===== src/hdl/distance_vector_route_table_core_defines.svh =====
// ---------------------------------------------------------------------------
// Assertion macros for the distance-vector route table core
// ---------------------------------------------------------------------------
`ifndef DISTANCE_VECTOR_ROUTE_TABLE_CORE_DEFINES_SVH
`define DISTANCE_VECTOR_ROUTE_TABLE_CORE_DEFINES_SVH

// same-cycle implication
`define DVRT_ASSERT_IMPL(label, clk, rst, ante, cons, msg) \
  label: assert property (@(posedge clk) disable iff (rst) (ante) |-> (cons)) \
    else $error(msg);

// next-cycle implication
`define DVRT_ASSERT_NEXT(label, clk, rst, ante, cons, msg) \
  label: assert property (@(posedge clk) disable iff (rst) (ante) |=> (cons)) \
    else $error(msg);

`endif


===== src/hdl/dvrt_pkg.sv =====
`timescale 1ns / 1ps
// ---------------------------------------------------------------------------
// dvrt_pkg
// Shared types, operation codes and helpers of the route table core.
// ---------------------------------------------------------------------------
package dvrt_pkg;

  localparam int ADDR_W = 32;
  localparam int PLEN_W = 6;
  localparam int DIST_W = 16;
  localparam int IDX_W  = 4;
  localparam int STAT_W = 2;
  localparam int FUNC_W = 2;

  localparam logic [FUNC_W-1:0] FUNC_INSERT  = 2'd0;
  localparam logic [FUNC_W-1:0] FUNC_LOOKUP  = 2'd1;
  localparam logic [FUNC_W-1:0] FUNC_UNREACH = 2'd2;
  localparam logic [FUNC_W-1:0] FUNC_REACH   = 2'd3;

  localparam logic [STAT_W-1:0] STAT_OK      = 2'd0;
  localparam logic [STAT_W-1:0] STAT_FULL    = 2'd1;
  localparam logic [STAT_W-1:0] STAT_NOMATCH = 2'd2;

  localparam logic [DIST_W-1:0] INF_RESET = 16'hFFFF;

  typedef struct packed {
    logic [FUNC_W-1:0] func;
    logic [ADDR_W-1:0] addr;
    logic [PLEN_W-1:0] mask_len;
    logic [DIST_W-1:0] distance;
    logic [ADDR_W-1:0] next_hop;
  } req_t;

  typedef struct packed {
    logic [STAT_W-1:0] status;
    logic [DIST_W-1:0] found_distance;
    logic [IDX_W-1:0]  entry_index;
    logic              advertise;
  } rsp_t;

  typedef logic [DIST_W-1:0] cfg_t;

  typedef struct packed {
    logic [ADDR_W-1:0] network;
    logic [PLEN_W-1:0] prefix;
    logic [DIST_W-1:0] distance;
    logic [ADDR_W-1:0] via;
    logic              direct;
    logic              advertise;
  } entry_t;

  typedef struct packed {
    logic load;
    logic issue;
    logic finish;
  } cmd_t;

  typedef struct packed {
    logic empty;
    logic scan_last;
    logic out_free;
  } stat_t;

  // top p bits set; p of 32 and above gives all ones
  function automatic logic [ADDR_W-1:0] prefix_mask(input logic [PLEN_W-1:0] p);
    logic [ADDR_W-1:0] m;
    if (p >= PLEN_W'(ADDR_W)) begin
      m = '1;
    end else begin
      m = ~({ADDR_W{1'b1}} >> p);
    end
    return m;
  endfunction

endpackage


===== src/hdl/dvrt_ctrl.sv =====
`timescale 1ns / 1ps
// ---------------------------------------------------------------------------
// dvrt_ctrl
// Sequencer: accepts a request, drives the table scan, hands off the result.
// ---------------------------------------------------------------------------
module dvrt_ctrl (
  input  logic                            clk,
  input  logic                            rst,
  input  logic                            req_valid,
  input  logic [dvrt_pkg::FUNC_W-1:0]     req_func,
  input  dvrt_pkg::stat_t                 stat,
  output dvrt_pkg::cmd_t                  cmd,
  output logic                            req_ready
);

  typedef enum logic [3:0] {
    S_IDLE = 4'b0001,
    S_SCAN = 4'b0010,
    S_LAST = 4'b0100,
    S_DONE = 4'b1000
  } state_t;

  state_t state;
  state_t state_next;

  always_ff @(posedge clk) begin
    if (rst) begin
      state <= S_IDLE;
    end else begin
      state <= state_next;
    end
  end

  always_comb begin
    state_next = state;
    cmd        = '0;
    req_ready  = 1'b0;
    case (state)
      S_IDLE: begin
        req_ready = 1'b1;
        if (req_valid) begin
          cmd.load = 1'b1;
          if (req_func == dvrt_pkg::FUNC_INSERT || stat.empty) begin
            state_next = S_DONE;
          end else begin
            state_next = S_SCAN;
          end
        end
      end
      S_SCAN: begin
        cmd.issue = 1'b1;
        if (stat.scan_last) begin
          state_next = S_LAST;
        end
      end
      S_LAST: begin
        state_next = S_DONE;
      end
      S_DONE: begin
        if (stat.out_free) begin
          cmd.finish = 1'b1;
          state_next = S_IDLE;
        end
      end
      default: begin
        state_next = S_IDLE;
      end
    endcase
  end

endmodule


===== config.mk =====
export PLATFORM = sky130hd
export DESIGN_NAME = dvrt_ctrl
export DESIGN_NICKNAME = d
export VERILOG_FILES = /design/src/hdl/distance_vector_route_table_core_defines.svh /design/src/hdl/dvrt_pkg.sv /design/src/hdl/dvrt_ctrl.sv
export SDC_FILE = /design/constraint.sdc
export NUM_CORES = 1
export LEC_CHECK = 0
export ABC_AREA = 1
export BUFFER_PORTS_ARGS = -buffer_cell sky130_fd_sc_hd__buf_4
export CAP_MARGIN = 20
export CORE_AREA = 4 4 41 43
export DETAILED_ROUTE_END_ITERATION = 10
export DIE_AREA = 0 0 45 47
export GPL_TIMING_DRIVEN = 1
export PLACE_DENSITY = 0.46
export REMOVE_ABC_BUFFERS = 1
export SYNTH_ARGS = -nofsm -noshare
export SYNTH_HDL_FRONTEND = slang
export SYNTH_SLANG_ARGS = --single-unit
export TNS_END_PERCENT = 1

===== constraint.sdc =====
create_clock -name clk -period 1.05 [get_ports clk]
set_input_delay 0.21 -clock clk [delete_from_list [all_inputs] [get_ports clk]]
set_output_delay 0.21 -clock clk [all_outputs]
set_load 0.03 [all_outputs]

## Yosys cells after proc, flatten, opt, wreduce, memory -nomap -nowiden

Index checks and enable logic that the tools add are counted.

| operators by class | value |
|---|---|
| $mul | 0 |
| eq/ne operators | 7 |
| mux-type cells | 11 |
| shifts and indexed selects | 0 |
| order comparisons | 0 |
| $add $sub $neg | 0 |
| bitwise operators | 0 |
| div/mod/pow operators | 0 |
| reduce and logical (&&, ||, !) cells | 3 |

Operators by type and width:

| operator | count |
|---|---|
| two-way mux 4 bit | 4 |
| one-hot mux 4 bit (4 select lines) | 1 |
| two-way mux 1 bit | 6 |
| inequality test 2 bit, second input constant | 3 |
| == test 4 x 1 -> 1 bit, second input constant | 1 |
| == test 4 x 2 -> 1 bit, second input constant | 1 |
| == test 4 x 3 -> 1 bit, second input constant | 1 |
| == test 4 bit, second input constant | 1 |
| AND reduction 3 bit | 1 |
| zero test 2 bit | 1 |
| logical OR 1 bit | 1 |

| word-level totals | value |
|---|---|
| RAM bits | 0 |
| ROM bits | 0 |
| latch bits | 0 |
| register bits after elaboration | 4 |
| output and inout port bits | 4 |
| memories | 0 |
| bits of input ports | 8 |
| logic and storage cells | 22 |

## Logic depth before layout (Yosys ltp)

Gate-level depths: netlist of the first run.

| depth | value |
|---|---|
| depth in word-level cells | 5 |
| gate-level depth with buffers | 7 |
| gate-level depth less buffers | 7 |

## Worst setup path after synthesis of the first run

Ideal clock, no wire load.

| timing path | value |
|---|---|
| kind | flip-flop to output port |
| start | reg state[3] |
| end | out cmd[0] in the netlist's numbering |
| slack | -105 ps |
| arrival | 945 ps |
| buffers on the path | 0 |
| stages on the path, launching flop included | 5 |
| data required time | 840 ps |
| cells stage by stage | dfxtp_1 -> inv_1 -> nor2_1 -> nand2_1 -> nor2_1 |

RTL lines:

| item | RTL line | text |
|---|---|---|
| start: declaration | dvrt_ctrl.sv:23 | `state_t state;` |
| start signal: assignment | dvrt_ctrl.sv:30 | `state <= state_next;` |
| end: declaration | dvrt_ctrl.sv:12 | `output dvrt_pkg::cmd_t cmd,` |

==> flow_summary.yaml, run 1 <==
clocking:
  cts_tree: "yes"
  clk_transition_reported_paths_ns: 0.04
  cts_sinks: 4
  cts_htree_levels: 1
  worstSkewPairLatency_ns: 0.23
  hold_buffers: 0
  cts_made_buffers: 3
  root_buffer: "clkbuf_4"
  clock_path_buffers: 2
global_route:
  grt_pass1_wl_mm: 1.11
  grt_max_degree: 5
  grt_pass1_vias: 297
  antenna_found_initial: 0
  grt_overflow: 0
  grt_use_total_pct: 8.06
run_status:
  status: "finished, violations left"
  violations: "negative setup slack"
floorplan:
  dieWidth_um: 45
  core.rowCount: 13
  core_area_mm2: 0.00130
  die_area_mm2: 0.00212
  fp.dieH_um: 47
  io_pins: 12
  start_util_pct: 19.4
setup_path:
  cp.arrival_ns: 1.06
  crit_path_start_kind: "flop"
  cpPeakStageDelay_ns: 0.32
  required_ns: 0.84
  rrSetupSlack_ns: -0.01
  end_kind: "output port"
  worst_path_most_repeated_cell: "nor2_1"
  path_class: "flop to output port"
  slowest_stage: "dfxtp_2"
  path_max_fanout: 3
  cp_cell_sequence: "nor2_1 > nand2_1 > nor2_1 > buf_4"
detailed_routing:
  top_layer: "met4"
  wirelength_um: 680
  wl_met3_um: 82
  vias: 297
  ant_nets: 0
  wl_per_cell_um: 9.07
  drtIter0Drc: 1
  drc: 0
  route.met2.wl_um: 326
  routed_via_density: 3.96
  met1Wirelength_um: 262
  first_pass_iters: 2
yosys:
  seq_area_frac_synth_pct: 31.7
  ys_ff_latch: 4
  synth.area.top_cells: "dfxtp_1, inv_1, nand3_1"
  yosysTopAreaCellShare_pct: 31.7
  synth_top_area_cell: "dfxtp_1"
  synth.distinct_cells: 12
  syn_avg_cell_area_um2: 6.16
  netlist_area_um2: 253
  synth_cells: 41
  yosysWarnings: 0
finish:
  largest_register_ffs: 4
  layout.nets: 70
  largest_register: "state"
  syn_to_final_growth_pct: 75.2
  instances_no_fill: 75
  reg_top3: "state: 4 flops"
  fin_util_pct: 34.0
  antenna_cells: 0
  drive_above_1_share_pct: 50.0
power_and_ir_drop:
  clkPwrFrac_pct: 23.9
  p_leak_nw: 0.244
  p_switching_uw: 295
  combPwrFrac_pct: 50.8
  sequentialPowerShare_pct: 25.3
  power_uw: 790
  peakVddDrop_mv: 0.833
  power_density_mw_per_mm2: 1780
  intPower_uw: 495
  p_sw_share_pct: 37.3
min_path:
  hold_path.class: "input pin to flop"
timing:
  finalCriticalPeriod_ns: 1.27
  setup_ws_ns: -0.216
  fmax_mhz: 790
  slew_violations: 0
  hold_violations: 0
  fin_skew_ns: 0.00369
  worst_pin_slew_ns: 0.188
  rsz0062_at_grt: "yes"
  whs_ns: 0.148
  relSlewSlack_pct: 87.4
  setup_viol: 5
  period_share_pct: 121
place:
  gp_congestion: 0.755
  dp_hpwl_um: 532
  dpl.cell_count: 71
  port_buffers: 11
  place_ws_ns: -0.0170
flow_run:
  maxCapViolCount: 0
==> layer usage <==
layer  track usage, %  vias to the layer above
li1                 -                      163
met1             7.27                      120
met2             12.4                       12
met3             6.51                        2
met4             5.26                        0
met5                0                        -
==> logic make-up (layout without fill, tap and decap cells) <==
family	Yosys count	count (layout)	synth area share, %
DFF	4	4	31.7
AOI/OAI and AO/OA	4	4	9.90
buffers and inverters	10	29	14.9
and+or+nand+nor	23	23	43.6
==> critical path, delay by kind of cell, from the launching register on <==
| kind | cells | cell delay, ns |
|---|---|---|
| buffers and inverters | 1 | 0.16 |
| flip-flops | 1 | 0.32 |
| AND/OR/NAND/NOR | 3 | 0.34 |
==> cell usage after synthesis <==
master    count
a21oi_1       1
dfxtp_1       4
inv_1        10
nand2_1       6
nand2_2       1
nand3_1       5
nand3_2       1
nor2_1        6
nor2_2        3
nor3_1        1
o21ai_1       1
o21bai_1      2
==> layout make-up <==
cell class                 instances  area [um2]
clock buffer                       3        22.5
fill                             152         858
inverter                          10        37.5
multi-input combinational         27         151
sequential                         4        85.1
tap                               15        18.8
timing repair buffer              16         128
==> layout by cell type (no fill, tap or decap), types with 2 or more instances in the layout <==
| cell | synthesis | routed |
|---|---|---|
| buf_4 | 0 | 14 |
| inv_1 | 10 | 10 |
| nand2_1 | 6 | 6 |
| nor2_1 | 6 | 5 |
| nand3_1 | 5 | 5 |
| dfxtp_2 | 0 | 4 |
| clkbuf_4 | 0 | 3 |
| nor2_4 | 0 | 2 |
| nor2_2 | 3 | 2 |
| o21bai_1 | 2 | 2 |
| buf_6 | 0 | 2 |
==> worst paths after layout <==
kind                               start  depth (start not counted)        to
worst max-delay path            state[0]                          4    cmd[0]
worst min-delay path                 rst                          2  state[1]
worst max register to register  state[0]                          7  state[3]
worst min register to register  state[0]                          4  state[2]
==> power by group through the flow <==
stage	Clock [mW]	Combinational, mW	Sequential (mW)
floorplan	0	0.211	0.190
global placement	0	0.338	0.194
detailed placement	0	0.336	0.194
CTS	0.197	0.366	0.195
global route	0.213	0.441	0.205
finish	0.189	0.401	0.200
==> timing repair <==
action / CTS / global route
endpoints found under the setup margin: 5 / 7
gates cloned: 0 / 0
resized for setup: 6 / 4
pin swaps: 0 / 0
hold endpoints to repair: 0 / 0
setup buffers: 0 / 1
==> through the flow <==
step | area, um2 | setup TNS (ns)
after global routing | 443 | -1.30
after CTS | 423 | -0.840
after global placement | 384 | -0.0578
after detailed placement | 384 | -0.0215
after floorplan | 253 | -0.165
final | 443 | -0.789
No activity file was read; power rests on OpenSTA's default activity.
==> run 2: changes to the inputs <==
CELL_PAD_IN_SITES_DETAIL_PLACEMENT = 0   (was default)
CELL_PAD_IN_SITES_GLOBAL_PLACEMENT = 1   (was default)
PLACE_DENSITY = 0.6   (was 0.46)
==> run 2 against run 1 <==
First-iteration DRC count rose to 4.0 times the previous value. Combinational power is 1% higher. Largest power group unchanged. Die area stayed put. Critical path depth unchanged. Register-to-register slack gained 0.04 ns. Hold slack got worse by 0.0092 ns. Final area is 1.1% higher. The run still ends with negative setup slack left. Non-clock buffer count fell by 1. Largest cell class unchanged. Core utilization is 0.38 points higher.
==> flow_summary.yaml, run 2 (synthesis results as in run 1) <==
setup_path:
  path_class: "flop to output port"
  cp.arrival_ns: 1.07
  end_kind: "output port"
  required_ns: 0.84
  path_max_fanout: 3
  crit_path_start_kind: "flop"
  rrSetupSlack_ns: 0.03
finish:
  layout_commonest_cell: "buf_4"
  syn_to_final_growth_pct: 77.2
  largest_register: "state"
  layout_common_cells: "buf_4, inv_1, nand2_1"
  antenna_cells: 0
  reg_top3: "state: 4 flops"
  layout.nets: 69
  nFillCells: 156
  largest_register_ffs: 4
  drive_above_1_share_pct: 50.8
min_path:
  hold_path.class: "input pin to flop"
global_route:
  grt_use_total_pct: 7.27
  grt_pass1_vias: 299
  grt_overflow: 0
  grt_pass1_wl_mm: 1.06
  antenna_found_initial: 0
  grt_max_degree: 5
clocking:
  clk_transition_reported_paths_ns: 0.04
  worstSkewPairLatency_ns: 0.23
  clock_path_buffers: 2
  cts_htree_levels: 1
  cts_setup_buffers: 0
  cts_sinks: 4
  root_buffer: "clkbuf_4"
  cts_made_buffers: 3
  cts_tree: "yes"
power_and_ir_drop:
  power_uw: 795
  power_density_mw_per_mm2: 1780
  peakVddDrop_mv: 0.648
  p_leak_nw: 0.242
flow_run:
  maxCapViolCount: 0
floorplan:
  core.rowCount: 13
  die_area_mm2: 0.00212
  core_area_mm2: 0.00130
  io_pins: 12
  dieWidth_um: 45
  fp.dieH_um: 47
  start_util_pct: 19.4
detailed_routing:
  ant_nets: 0
  drtIter0Drc: 4
  vias: 295
  wirelength_um: 610
  routed_via_density: 3.99
  wl_per_cell_um: 8.24
  first_pass_iters: 4
  drc: 0
timing:
  relSlewSlack_pct: 87.2
  setup_ws_ns: -0.230
  slew_violations: 0
  fin_skew_ns: 0.00413
  setup_viol: 4
  rsz0062_at_grt: "yes"
  hold_violations: 0
  finalCriticalPeriod_ns: 1.28
  fmax_mhz: 781
  worst_pin_slew_ns: 0.192
  period_share_pct: 122
place:
  dp_hpwl_um: 542
  place_ws_ns: -0.0387
  port_buffers: 11
  gp_congestion: 0.767
run_status:
  violations: "negative setup slack"
  status: "finished, violations left"
==> run 2: changes by cell type in the layout (fill, tap and decap cells not counted), sizes merged <==
cell  previous run  this run
buf             16        15
==> run 2: through the flow <==
| stage | area, um2 | std cells | hold slack (ns) | utilization [%] | setup TNS, ns |
|---|---|---|---|---|---|
| 2_1_floorplan | 253 | 41 | 0.279 | - | -0.165 |
| 3_3_place_gp | 384 | 71 | 0.396 | 29.5 | -0.0340 |
| 3_5_place_dp | 384 | 71 | 0.388 | 29.5 | -0.0639 |
| 4_1_cts | 432 | 74 | 0.133 | 33.2 | -0.847 |
| 5_1_grt | 448 | 74 | 0.139 | 34.4 | -1.11 |
| 6_report | 448 | 74 | 0.139 | 34.4 | -0.710 |
==> run 2: cell type report <==
class	instances	area (um2)	area share (%)
clock buffers	3	22.5	5.03
inverters	10	37.5	8.38
multi-input cells	27	161	36.0
flip-flops and latches	4	83.8	18.7
well taps	15	18.8	4.19
repair buffers	15	124	27.7
==> run 2: worst max-delay path, cell delays in order (launching register included) <==
cell and delay [ns]:
dfxtp_2 0.33, nor2_1 0.18, nand2_1 0.07, nor2_1 0.09, buf_4 0.16
==> run 2: what timing repair did <==
action                     CTS  global route
pin swaps                    0             4
hold buffers                 0             0
setup endpoints to repair    5             8
resized for setup            8             6
==> run 2: per-layer routing <==
layer	up-vias	global-route usage [%]	share of wire [%]
met5	-	0	0
met4	0	1.75	0
met3	0	5.75	12
met2	12	11.9	45
met1	121	7.27	43
li1	162	-	-
==> run 2: worst paths after layout <==
check	start	end	cells past startpoint
max reg2reg	state[0]	state[3]	6
min reg2reg	state[0]	state[1]	3
min	rst	state[1]	2
max	state[0]	cmd[0]	4
==> run 2: where the power goes <==
group	internal, mW	switching [mW]
sequential	0.181	0.0236
clock	0.127	0.0579
combinational	0.187	0.219
total	0.495	0.300
