File: src/hdl/distance_vector_route_table_core_defines.svh
// ---------------------------------------------------------------------------
// Assertion macros for the distance-vector route table core
// ---------------------------------------------------------------------------
`ifndef DISTANCE_VECTOR_ROUTE_TABLE_CORE_DEFINES_SVH
`define DISTANCE_VECTOR_ROUTE_TABLE_CORE_DEFINES_SVH

// same-cycle implication
`define DVRT_ASSERT_IMPL(label, clk, rst, ante, cons, msg) \
  label: assert property (@(posedge clk) disable iff (rst) (ante) |-> (cons)) \
    else $error(msg);

// next-cycle implication
`define DVRT_ASSERT_NEXT(label, clk, rst, ante, cons, msg) \
  label: assert property (@(posedge clk) disable iff (rst) (ante) |=> (cons)) \
    else $error(msg);

`endif

File: src/hdl/dvrt_pkg.sv
`timescale 1ns / 1ps
// ---------------------------------------------------------------------------
// dvrt_pkg
// Shared types, operation codes and helpers of the route table core.
// ---------------------------------------------------------------------------
package dvrt_pkg;

  localparam int ADDR_W = 32;
  localparam int PLEN_W = 6;
  localparam int DIST_W = 16;
  localparam int IDX_W  = 4;
  localparam int STAT_W = 2;
  localparam int FUNC_W = 2;

  localparam logic [FUNC_W-1:0] FUNC_INSERT  = 2'd0;
  localparam logic [FUNC_W-1:0] FUNC_LOOKUP  = 2'd1;
  localparam logic [FUNC_W-1:0] FUNC_UNREACH = 2'd2;
  localparam logic [FUNC_W-1:0] FUNC_REACH   = 2'd3;

  localparam logic [STAT_W-1:0] STAT_OK      = 2'd0;
  localparam logic [STAT_W-1:0] STAT_FULL    = 2'd1;
  localparam logic [STAT_W-1:0] STAT_NOMATCH = 2'd2;

  localparam logic [DIST_W-1:0] INF_RESET = 16'hFFFF;

  typedef struct packed {
    logic [FUNC_W-1:0] func;
    logic [ADDR_W-1:0] addr;
    logic [PLEN_W-1:0] mask_len;
    logic [DIST_W-1:0] distance;
    logic [ADDR_W-1:0] next_hop;
  } req_t;

  typedef struct packed {
    logic [STAT_W-1:0] status;
    logic [DIST_W-1:0] found_distance;
    logic [IDX_W-1:0]  entry_index;
    logic              advertise;
  } rsp_t;

  typedef logic [DIST_W-1:0] cfg_t;

  typedef struct packed {
    logic [ADDR_W-1:0] network;
    logic [PLEN_W-1:0] prefix;
    logic [DIST_W-1:0] distance;
    logic [ADDR_W-1:0] via;
    logic              direct;
    logic              advertise;
  } entry_t;

  typedef struct packed {
    logic load;
    logic issue;
    logic finish;
  } cmd_t;

  typedef struct packed {
    logic empty;
    logic scan_last;
    logic out_free;
  } stat_t;

  // top p bits set; p of 32 and above gives all ones
  function automatic logic [ADDR_W-1:0] prefix_mask(input logic [PLEN_W-1:0] p);
    logic [ADDR_W-1:0] m;
    if (p >= PLEN_W'(ADDR_W)) begin
      m = '1;
    end else begin
      m = ~({ADDR_W{1'b1}} >> p);
    end
    return m;
  endfunction

endpackage

File: src/hdl/dvrt_chan_if.sv
`timescale 1ns / 1ps
// ---------------------------------------------------------------------------
// dvrt_chan_if
// Valid/ready channel carrying one payload per transaction.
// ---------------------------------------------------------------------------
interface dvrt_chan_if #(
  parameter type T = logic
) ();
  logic valid;
  logic ready;
  T     data;

  modport source (output valid, output data, input ready);
  modport sink   (input valid, input data, output ready);
endinterface

File: src/hdl/dvrt_datapath.sv
`timescale 1ns / 1ps
`include "distance_vector_route_table_core_defines.svh"
// ---------------------------------------------------------------------------
// dvrt_datapath
// Route memory, entry count, scan compare, hit tracking and result register.
// ---------------------------------------------------------------------------
module dvrt_datapath #(
  parameter int DEPTH = 16
) (
  input  logic            clk,
  input  logic            rst,
  input  dvrt_pkg::cmd_t  cmd,
  output dvrt_pkg::stat_t stat,
  input  dvrt_pkg::req_t  req_data,
  dvrt_chan_if.source     rsp,
  dvrt_chan_if.sink       cfg
);

  localparam int AW = (DEPTH > 1) ? $clog2(DEPTH) : 1;
  localparam int CW = $clog2(DEPTH + 1);
  localparam int IW = dvrt_pkg::IDX_W;

  dvrt_pkg::entry_t mem [DEPTH];

  logic [CW-1:0]                 entry_count;
  logic [dvrt_pkg::DIST_W-1:0]   inf_dist;
  dvrt_pkg::req_t                req_q;
  logic [dvrt_pkg::ADDR_W-1:0]   req_mask;
  logic [AW-1:0]                 scan_idx;
  logic [AW-1:0]                 rd_idx;
  logic                          rd_valid;
  dvrt_pkg::entry_t              rd_entry;
  logic                          hit;
  logic [AW-1:0]                 hit_idx;
  dvrt_pkg::entry_t              hit_entry;
  logic                          rsp_valid;
  dvrt_pkg::rsp_t                rsp_q;
  dvrt_pkg::rsp_t                rsp_next;

  logic                          full;
  logic [dvrt_pkg::ADDR_W-1:0]   e_mask;
  logic                          contain;
  logic                          upd;
  logic                          match;
  logic                          wr_en;
  logic [AW-1:0]                 wr_addr;
  dvrt_pkg::entry_t              wr_data;

  assign cfg.ready = 1'b1;

  always_ff @(posedge clk) begin
    if (rst) begin
      inf_dist <= dvrt_pkg::INF_RESET;
    end else if (cfg.valid && cfg.ready) begin
      inf_dist <= cfg.data;
    end
  end

  assign full = (entry_count == CW'(DEPTH));

  assign stat.empty     = (entry_count == '0);
  assign stat.scan_last = ((CW'(scan_idx) + CW'(1)) == entry_count);
  assign stat.out_free  = !rsp_valid || rsp.ready;

  // request capture and scan address
  always_ff @(posedge clk) begin
    if (cmd.load) begin
      req_q    <= req_data;
      req_mask <= dvrt_pkg::prefix_mask(req_data.mask_len);
    end
  end

  always_ff @(posedge clk) begin
    if (rst) begin
      scan_idx <= '0;
      rd_valid <= 1'b0;
    end else begin
      rd_valid <= cmd.issue;
      if (cmd.load) begin
        scan_idx <= '0;
      end else if (cmd.issue) begin
        scan_idx <= scan_idx + AW'(1);
      end
    end
  end

  always_ff @(posedge clk) begin
    if (cmd.issue) begin
      rd_entry <= mem[scan_idx];
      rd_idx   <= scan_idx;
    end
  end

  // per-entry compare
  assign e_mask  = dvrt_pkg::prefix_mask(rd_entry.prefix);
  assign contain = (((req_q.addr ^ rd_entry.network) & e_mask) == '0);
  assign upd     = (rd_entry.network == req_q.addr && rd_entry.prefix == req_q.mask_len) ||
                   (!rd_entry.direct && (((rd_entry.via ^ req_q.addr) & req_mask) == '0));
  assign match   = (req_q.func == dvrt_pkg::FUNC_UNREACH) ? upd : contain;

  always_ff @(posedge clk) begin
    if (rst) begin
      hit <= 1'b0;
    end else if (cmd.load) begin
      hit <= 1'b0;
    end else if (rd_valid && match) begin
      hit <= 1'b1;
    end
  end

  always_ff @(posedge clk) begin
    if (rd_valid && match) begin
      hit_idx   <= rd_idx;
      hit_entry <= rd_entry;
    end
  end

  // single write port
  always_comb begin
    wr_en            = 1'b0;
    wr_addr          = rd_idx;
    wr_data          = rd_entry;
    wr_data.distance = inf_dist;
    if (rd_valid && req_q.func == dvrt_pkg::FUNC_UNREACH && upd) begin
      wr_en = 1'b1;
    end
    if (cmd.finish) begin
      if (req_q.func == dvrt_pkg::FUNC_INSERT && !full) begin
        wr_en             = 1'b1;
        wr_addr           = AW'(entry_count);
        wr_data.network   = req_q.addr;
        wr_data.prefix    = req_q.mask_len;
        wr_data.distance  = req_q.distance;
        wr_data.via       = req_q.next_hop;
        wr_data.direct    = 1'b0;
        wr_data.advertise = 1'b1;
      end else if (req_q.func == dvrt_pkg::FUNC_REACH && hit) begin
        wr_en             = 1'b1;
        wr_addr           = hit_idx;
        wr_data           = hit_entry;
        wr_data.distance  = req_q.distance;
        wr_data.direct    = 1'b1;
        wr_data.advertise = 1'b1;
      end
    end
  end

  always_ff @(posedge clk) begin
    if (wr_en) begin
      mem[wr_addr] <= wr_data;
    end
  end

  always_ff @(posedge clk) begin
    if (rst) begin
      entry_count <= '0;
    end else if (cmd.finish && req_q.func == dvrt_pkg::FUNC_INSERT && !full) begin
      entry_count <= entry_count + CW'(1);
    end
  end

  // result
  always_comb begin
    rsp_next = '0;
    case (req_q.func)
      dvrt_pkg::FUNC_INSERT: begin
        if (full) begin
          rsp_next.status = dvrt_pkg::STAT_FULL;
        end else begin
          rsp_next.entry_index = IW'(entry_count);
        end
      end
      dvrt_pkg::FUNC_LOOKUP: begin
        if (hit) begin
          rsp_next.found_distance = hit_entry.distance;
          rsp_next.entry_index    = IW'(hit_idx);
          rsp_next.advertise      = hit_entry.advertise;
        end else begin
          rsp_next.status         = dvrt_pkg::STAT_NOMATCH;
          rsp_next.found_distance = inf_dist;
        end
      end
      dvrt_pkg::FUNC_UNREACH: begin
        if (hit) begin
          rsp_next.entry_index = IW'(hit_idx);
        end else begin
          rsp_next.status = dvrt_pkg::STAT_NOMATCH;
        end
      end
      dvrt_pkg::FUNC_REACH: begin
        if (hit) begin
          rsp_next.entry_index = IW'(hit_idx);
          rsp_next.advertise   = 1'b1;
        end else begin
          rsp_next.status = dvrt_pkg::STAT_NOMATCH;
        end
      end
      default: begin
        rsp_next = '0;
      end
    endcase
  end

  always_ff @(posedge clk) begin
    if (rst) begin
      rsp_valid <= 1'b0;
    end else if (cmd.finish) begin
      rsp_valid <= 1'b1;
    end else if (rsp.ready) begin
      rsp_valid <= 1'b0;
    end
  end

  always_ff @(posedge clk) begin
    if (cmd.finish) begin
      rsp_q <= rsp_next;
    end
  end

  assign rsp.valid = rsp_valid;
  assign rsp.data  = rsp_q;

  `DVRT_ASSERT_IMPL(a_count_bound, clk, rst, 1'b1, entry_count <= CW'(DEPTH), "entry count above depth")
  `DVRT_ASSERT_IMPL(a_read_in_range, clk, rst, cmd.issue, CW'(scan_idx) < entry_count, "scan past last entry")
  `DVRT_ASSERT_NEXT(a_insert_count, clk, rst, cmd.finish && req_q.func == dvrt_pkg::FUNC_INSERT && !full, entry_count == $past(entry_count) + CW'(1), "insert did not grow table")
  `DVRT_ASSERT_IMPL(a_finish_free, clk, rst, cmd.finish, !rsp_valid || rsp.ready, "result overwritten before taken")

endmodule

File: src/flat_wrapper.sv
// flat-port wrapper written by rule: the top's interface ports become plain ports
module dvrt_datapath_flat 
#(
  parameter int DEPTH = 16
)
  (clk, rst, cmd, stat, req_data, rsp_valid, rsp_data, rsp_ready, cfg_valid, cfg_data, cfg_ready);
  dvrt_chan_if rsp_i ();
  dvrt_chan_if cfg_i ();
  input  logic clk;
  input  logic rst;
  input  dvrt_pkg::cmd_t cmd;
  output dvrt_pkg::stat_t stat;
  input  dvrt_pkg::req_t req_data;
  output wire logic [$bits(rsp_i.valid)-1:0] rsp_valid;
  output wire logic [$bits(rsp_i.data)-1:0] rsp_data;
  input wire logic [$bits(rsp_i.ready)-1:0] rsp_ready;
  input wire logic [$bits(cfg_i.valid)-1:0] cfg_valid;
  input wire logic [$bits(cfg_i.data)-1:0] cfg_data;
  output wire logic [$bits(cfg_i.ready)-1:0] cfg_ready;
  assign rsp_valid = rsp_i.valid;
  assign rsp_data = rsp_i.data;
  assign rsp_i.ready = rsp_ready;
  assign cfg_i.valid = cfg_valid;
  assign cfg_i.data = cfg_data;
  assign cfg_ready = cfg_i.ready;
  dvrt_datapath #(.DEPTH(DEPTH)) u_core (.clk(clk), .rst(rst), .cmd(cmd), .stat(stat), .req_data(req_data), .rsp(rsp_i), .cfg(cfg_i));
endmodule
File: config.mk
export PLATFORM = sky130hd
export DESIGN_NAME = dvrt_datapath_flat
export DESIGN_NICKNAME = d
export VERILOG_FILES = /design/src/hdl/dvrt_pkg.sv /design/src/hdl/dvrt_chan_if.sv /design/src/hdl/dvrt_datapath.sv /design/src/flat_wrapper.sv
export VERILOG_INCLUDE_DIRS = /design/src /design/src/hdl
export SDC_FILE = /design/constraint.sdc
export NUM_CORES = 1
export LEC_CHECK = 0
export BUFFER_PORTS_ARGS = -buffer_cell sky130_fd_sc_hd__buf_2
export CORE_MARGIN = 3
export CORE_UTILIZATION = 26
export CTS_BUF_LIST = sky130_fd_sc_hd__clkbuf_16
export CTS_CLUSTER_DIAMETER = 200
export DETAILED_ROUTE_END_ITERATION = 6
export GPL_TIMING_DRIVEN = 0
export SYNTH_ARGS = -nofsm -noshare
export SYNTH_HDL_FRONTEND = slang
export SYNTH_SLANG_ARGS = --single-unit
File: constraint.sdc
create_clock -name clk -period 11.7 [get_ports clk]
set_clock_uncertainty 0.15 [all_clocks]
set_input_delay 0.585 -clock clk [delete_from_list [all_inputs] [get_ports clk]]
set_output_delay 0.585 -clock clk [all_outputs]
set_load 0.005 [all_outputs]
; After elaboration in Yosys (flattened, before gate mapping)
; Memory sizes are Yosys's and may differ from the RTL's. A register that Yosys moved wholly into a read port is not among the register bits.
; Cells that the tools add are included.
[word_totals]
ram_bits = 1408
regBits = 228
output_inout_bits = 6
elab_cells = 79
n_memories = 1
in_bits = 96
[memory_table]
columns = name, depth, word_bits, read_ports, rd_ports_with_merged_regs, wr, line_no
row1 = u_core.mem, 16, 88, 1, 1, 1, dvrt_datapath.sv:23  ; dvrt_pkg::entry_t mem [DEPTH];
[op_classes]
muxes = 19
n_eq_ne = 7
bitwise_logic = 6
shifts = 2
n_reduce_logical = 20
n_addsub = 3
magnitude_cmp = 2
[ops]
columns = operator, n
row1 = 88-bit two-way mux, 3
row2 = 32-bit bitwise AND, 2
row3 = 32-bit zero test, 2
row4 = 32-bit NOT, 2
row5 = 32-bit by 6-bit >> shifter with 32-bit output (first input constant), 2
row6 = 32-bit XOR, 2
row7 = 32-bit equality test, 1
row8 = 32-bit two-way mux, 1
row9 = 6-bit >= comparator (second input constant), 2
row10 = 4-bit two-way mux, 3
row11 = 1-bit two-way mux, 11
row12 = 1-bit logical AND, 9
row13 = 6-bit equality test, 1
row14 = 4-bit by 1-bit adder with 5-bit output (second input constant), 1
row15 = 5-bit by 1-bit adder with 5-bit output (second input constant), 1
row16 = 5-bit equality test, 1
row17 = 5-bit equality test (second input constant), 1
row18 = 5-bit zero test, 1
row19 = 4-bit by 1-bit adder with 4-bit output (second input constant), 1
row20 = 2-bit equality test (second input constant), 2
row21 = 1-bit zero test, 3
row22 = 2-bit by 1-bit equality test with 1-bit output (second input constant), 1
row23 = 2-bit zero test, 1
row24 = 1-bit logical OR, 2
row25 = other kinds (3), 3

; Logic depth before layout (Yosys ltp)
[logic_depth]
ltp_word = 12
ltp_mapped = 10
ltp_nobuf = 8

; Least setup slack after synthesis
; Ideal clock, no wire load.
[synth_path]
kind = register to register
startpoint = reg u_core.entry_count[0]
endpoint = mem u_core.mem[11][0] (netlist bit), enable pin
arrival_time_ns = 8.831
period_less_slack_ns = 9.661
setup_slack_ns = 2.039
stages_incl_launch_ff = 10
n_path_buf = 1
cell_sequence = dfxtp_1 inv_1 ha_1 nor4bb_1 or3_1 a21oi_1 buf_2 a2bb2oi_1 nand2b_1 nor4_1
[synth_via]
elab_chain_len = 7
elab_cells_between_ends = 9
[synth_lines]
columns = element, line_no
row1 = "start, declared", dvrt_datapath.sv:25  ; logic [CW-1:0] entry_count;
row2 = "start signal, assigned", dvrt_datapath.sv:158  ; entry_count <= entry_count + CW'(1);
row3 = 5-bit equality test, dvrt_datapath.sv:59  ; assign full = (entry_count == CW'(DEPTH));
row4 = 1-bit zero test, dvrt_datapath.sv:128  ; if (req_q.func == dvrt_pkg::FUNC_INSERT && !full) begin
row5 = 1-bit logical AND, dvrt_datapath.sv:128
row6 = 1-bit two-way mux, dvrt_datapath.sv:128
row7 = 1-bit two-way mux, dvrt_datapath.sv:127  ; if (cmd.finish) begin
row8 = 1-bit two-way mux, dvrt_datapath.sv:149  ; if (wr_en) begin
row9 = 1-bit two-way mux (not written as such), dvrt_datapath.sv:150  ; mem[wr_addr] <= wr_data;
row10 = "end, declared", dvrt_datapath.sv:23
; Several ways; a longest one is shown, not always the timed one.

; Final worst setup path
[layout_path]
startpoint = reg u_core.req_q[86] (netlist bit)
endpoint = mem u_core.mem[13][80] (netlist bit), enable pin
[layout_via]
elab_chain_len = 9
elab_cells_between_ends = 16
[layout_lines]
columns = element, line_no
row1 = "start, declared", dvrt_datapath.sv:27  ; dvrt_pkg::req_t req_q;
row2 = "start signal, assigned", dvrt_datapath.sv:68  ; req_q <= req_data;
row3 = 2-bit equality test, dvrt_datapath.sv:124  ; if (rd_valid && req_q.func == dvrt_pkg::FUNC_UNREACH && upd) begin
row4 = 1-bit logical AND (2 in series), dvrt_datapath.sv:124
row5 = 1-bit two-way mux, dvrt_datapath.sv:124
row6 = 1-bit two-way mux, dvrt_datapath.sv:137  ; end else if (req_q.func == dvrt_pkg::FUNC_REACH && hit) begin
row7 = 1-bit two-way mux, dvrt_datapath.sv:128
row8 = 1-bit two-way mux, dvrt_datapath.sv:127
row9 = 1-bit two-way mux, dvrt_datapath.sv:149
row10 = 1-bit two-way mux (not written as such), dvrt_datapath.sv:150
; Several ways; a longest one is shown, not always the timed one.

==> flow_summary.ini <==
[status]
status = complete, no violations

[worst_hold_path]
hold_path_class = in -> reg

[critical_path]
required_ps = 12030
r2r_end = u_core.mem[13][80]
r2r_start = u_core.req_q[86]
crit_fanout = 10
crit_path_end_kind = flop
ff2ff_path_depth = 10
startpoint_type = flop
crit_end = u_core.mem[13][80]
crit_type = reg -> reg
r2r_slack_ps = 6360
crit_arrival_ps = 5680
crit_start = u_core.req_q[86]

[route]
ant_nets = 0
avgViaCountPerCell = 4.74
drcViolationCount = 0
avgRoutedWirePerCell_um = 25.5
detail_route.wirelength_um = 149000
drtIter0Drc = 3365
dr.pass1.iters = 6
via_count = 27700

[power_and_ir_drop]
powerDensity_nw_per_um2 = 162
finalPower_mw = 10.6
ir_drop_uv = 149
leakagePower_nw = 20.2

[sta]
max_freq_ghz = 0.187
min_period_over_period_pct = 45.7
fin_worst_hold_slack_ps = 53.5
setup_viol = 0
worst_pin_slew_ps = 1340
period_needed_ps = 5340
rsz0062_at_grt = no
report.final.slew_viol_count = 0
timing.slew.headroom_pct = 10.6
hold_violations = 0

[yosys]
synth_top_area_share_pct = 77.7
synth_edf_count = 1408
synthesis.nets = 2542
yosysSeqAreaShare_pct = 78.1
synth.distinct_cells = 67
synth_ff_type = edfxtp_1
synth_top_cell_by_area = edfxtp_1
async_reset_ff_share_pct = 0
syn_inst = 2443
synth.ff_latch_count = 1420
synth_top_cells_by_area = edfxtp_1 78%, mux4_2 15%, xor2_1 1.0%
synth_warnings = 0
netlist_area_um2 = 54400
avgSynthCellArea_um2 = 22.3

[floorplan]
start_util_pct = 26.2
pin_count = 102
die_w_um = 464
core_um2 = 208000
die_area_um2 = 215000
rows = 167
die_height_um = 464

[run]
cap_violations = 0

[clock_tree]
cts_buffer_depth = 3
htree_levels = 4
cts_root_buffer = clkbuf_16
tritoncts = yes
cts_buffers = 137
ctsResizeCount = 0
clk_pin_slew_ps = 60
cts_num_sinks = 1420
clk_latency_ps = 780

[placed_design]
io_buffers = 82
dpl.hpwl_um = 103000
post-place-cells = 5522
place_congestion = 0.853

[final_layout]
layout_common_cells = 1408 x edfxtp_1, 360 x mux4_2, 138 x clkbuf_16
layout.nets = 3045
instances_no_fill = 5845
final_common_cell = edfxtp_1
drive_gt1_share_pct = 29.8
area_delta_synth_final_pct = 20.5

[global_routing]
met1_usage_pct = 16.7
grt_max_degree = 81
met2_usage_pct = 23.7
antenna_found_initial = 11
track_usage_pct = 13.7
busiest_layer = met2
grt_pass1_vias = 28200
grt_util_met3_pct = 2.33
grt_pass1_wl_um = 212000
grt_overflow = 0
[repair_timing]
action | 4_1_cts | 5_1_grt
setup buffers | 0 | 0
hold buffers | 73 | 0
endpoints found under the hold margin | 75 | 0
[power by group]
group	internal, mW	switching (mW)	total (mW)
registers	5.72	0.0808	5.80
clock network	2.38	1.96	4.34
logic	0.181	0.311	0.492
[how the worst min path moves through the flow]
stage                         endpoint  slack (ps)  cells past startpoint               start
floorplan             u_core.rd_idx[2]         260                      0  u_core.scan_idx[2]
global placement      u_core.rd_idx[3]         280                      0  u_core.scan_idx[3]
detailed placement    u_core.rd_idx[2]         290                      0  u_core.scan_idx[2]
CTS                 u_core.rd_entry[5]          20                      1              cmd[1]
global route        u_core.rd_entry[2]          30                      1              cmd[1]
finish              u_core.rd_entry[5]          50                      1              cmd[1]
[Yosys cell counts, drive strengths merged (2+ instances only)]
| cell type | number |
|---|---|
| a211oi | 4 |
| a21o | 5 |
| a21oi | 80 |
| a221oi | 2 |
| a22o | 2 |
| a22oi | 11 |
| a2bb2oi | 3 |
| a31oi | 2 |
| and3 | 3 |
| and4 | 2 |
| buf | 49 |
| clkbuf | 84 |
| dfxtp | 12 |
| edfxtp | 1408 |
| ha | 3 |
| inv | 10 |
| mux4 | 360 |
| nand2 | 29 |
| nand2b | 11 |
| nand3 | 8 |
| nand4 | 12 |
| nor2 | 92 |
| nor2b | 2 |
| nor3 | 19 |
| nor4 | 16 |
| nor4b | 4 |
| o211ai | 2 |
| o21a | 3 |
| o21ai | 18 |
| o22ai | 77 |
| o31ai | 2 |
| or2 | 4 |
| or4 | 2 |
| xnor2 | 16 |
| xor2 | 65 |
[registers in the layout, summed over array words and instances, names as in the netlist]
register and count:
u_core.rsp.data 1, u_core.rd_idx 4, u_core.req_mask 32, u_core.hit_entry 71, u_core.scan_idx 4, u_core.req_q 72, u_core.mem 1152, u_core.rd_entry 72
u_core.rsp.valid 1, u_core.entry_count 5, u_core.hit 1, u_core.rd_valid 1, u_core.hit_idx 4
[logic make-up (layout without fill, tap and decap cells)]
kind of cell / after synthesis / count (layout) / share of synthesized area (%)
DFF: 1420 / 1420 / 78.1
muxes: 361 / 361 / 14.9
AOI/OAI and AO/OA: 222 / 222 / 2.52
and+or+nand+nor: 211 / 211 / 1.92
buffers and inverters: 143 / 755 / 1.13
xor gates and xnor gates: 81 / 81 / 1.30
adders and majority gates: 4 / 4 / 0.0874
other: 1 / 3 / 0.00689
[critical path: stages, from the launching register on]
cell	delay, ps
edfxtp_1	670
nand3_1	820
a21oi_1	510
buf_2	450
a2bb2oi_1	570
nand2_1	330
nor3_2	740
buf_6	270
buf_6	200
buf_8	170
buf_6	160
[cell type report]
type | instances | area, um^2
fillers | 19800 | 142000
plain buffers | 133 | 578
diodes | 2 | 5.00
clock inverters | 110 | 948
well taps | 2788 | 3490
multi-input cells | 880 | 11400
clock buffers | 138 | 3450
flip-flops and latches | 1420 | 42500
inverters | 10 | 37.5
repair buffers | 364 | 3150
[per-layer routing]
layer	share of wire [%]	wire (um)	up-vias
li1	-	-	11300
met1	38	56400	14900
met2	51	76600	1233
met3	6.3	9340	286
met4	4.6	6860	4
met5	0.018	27	-
[stage by stage]
| step | worst slack (ps) | instance area, um^2 | utilization [%] | TNS, ps |
|---|---|---|---|---|
| floorplan | 2040 | 54400 | - | 0 |
| global placement | -9540 | 58300 | 28.1 | -7730170 |
| detailed placement | 6500 | 60500 | 29.1 | 0 |
| CTS | 6450 | 65600 | 31.6 | 0 |
| global route | 6290 | 65600 | 31.6 | 0 |
| finish | 6360 | 65600 | 31.6 | 0 |
Power figures use the tool's default switching activity.
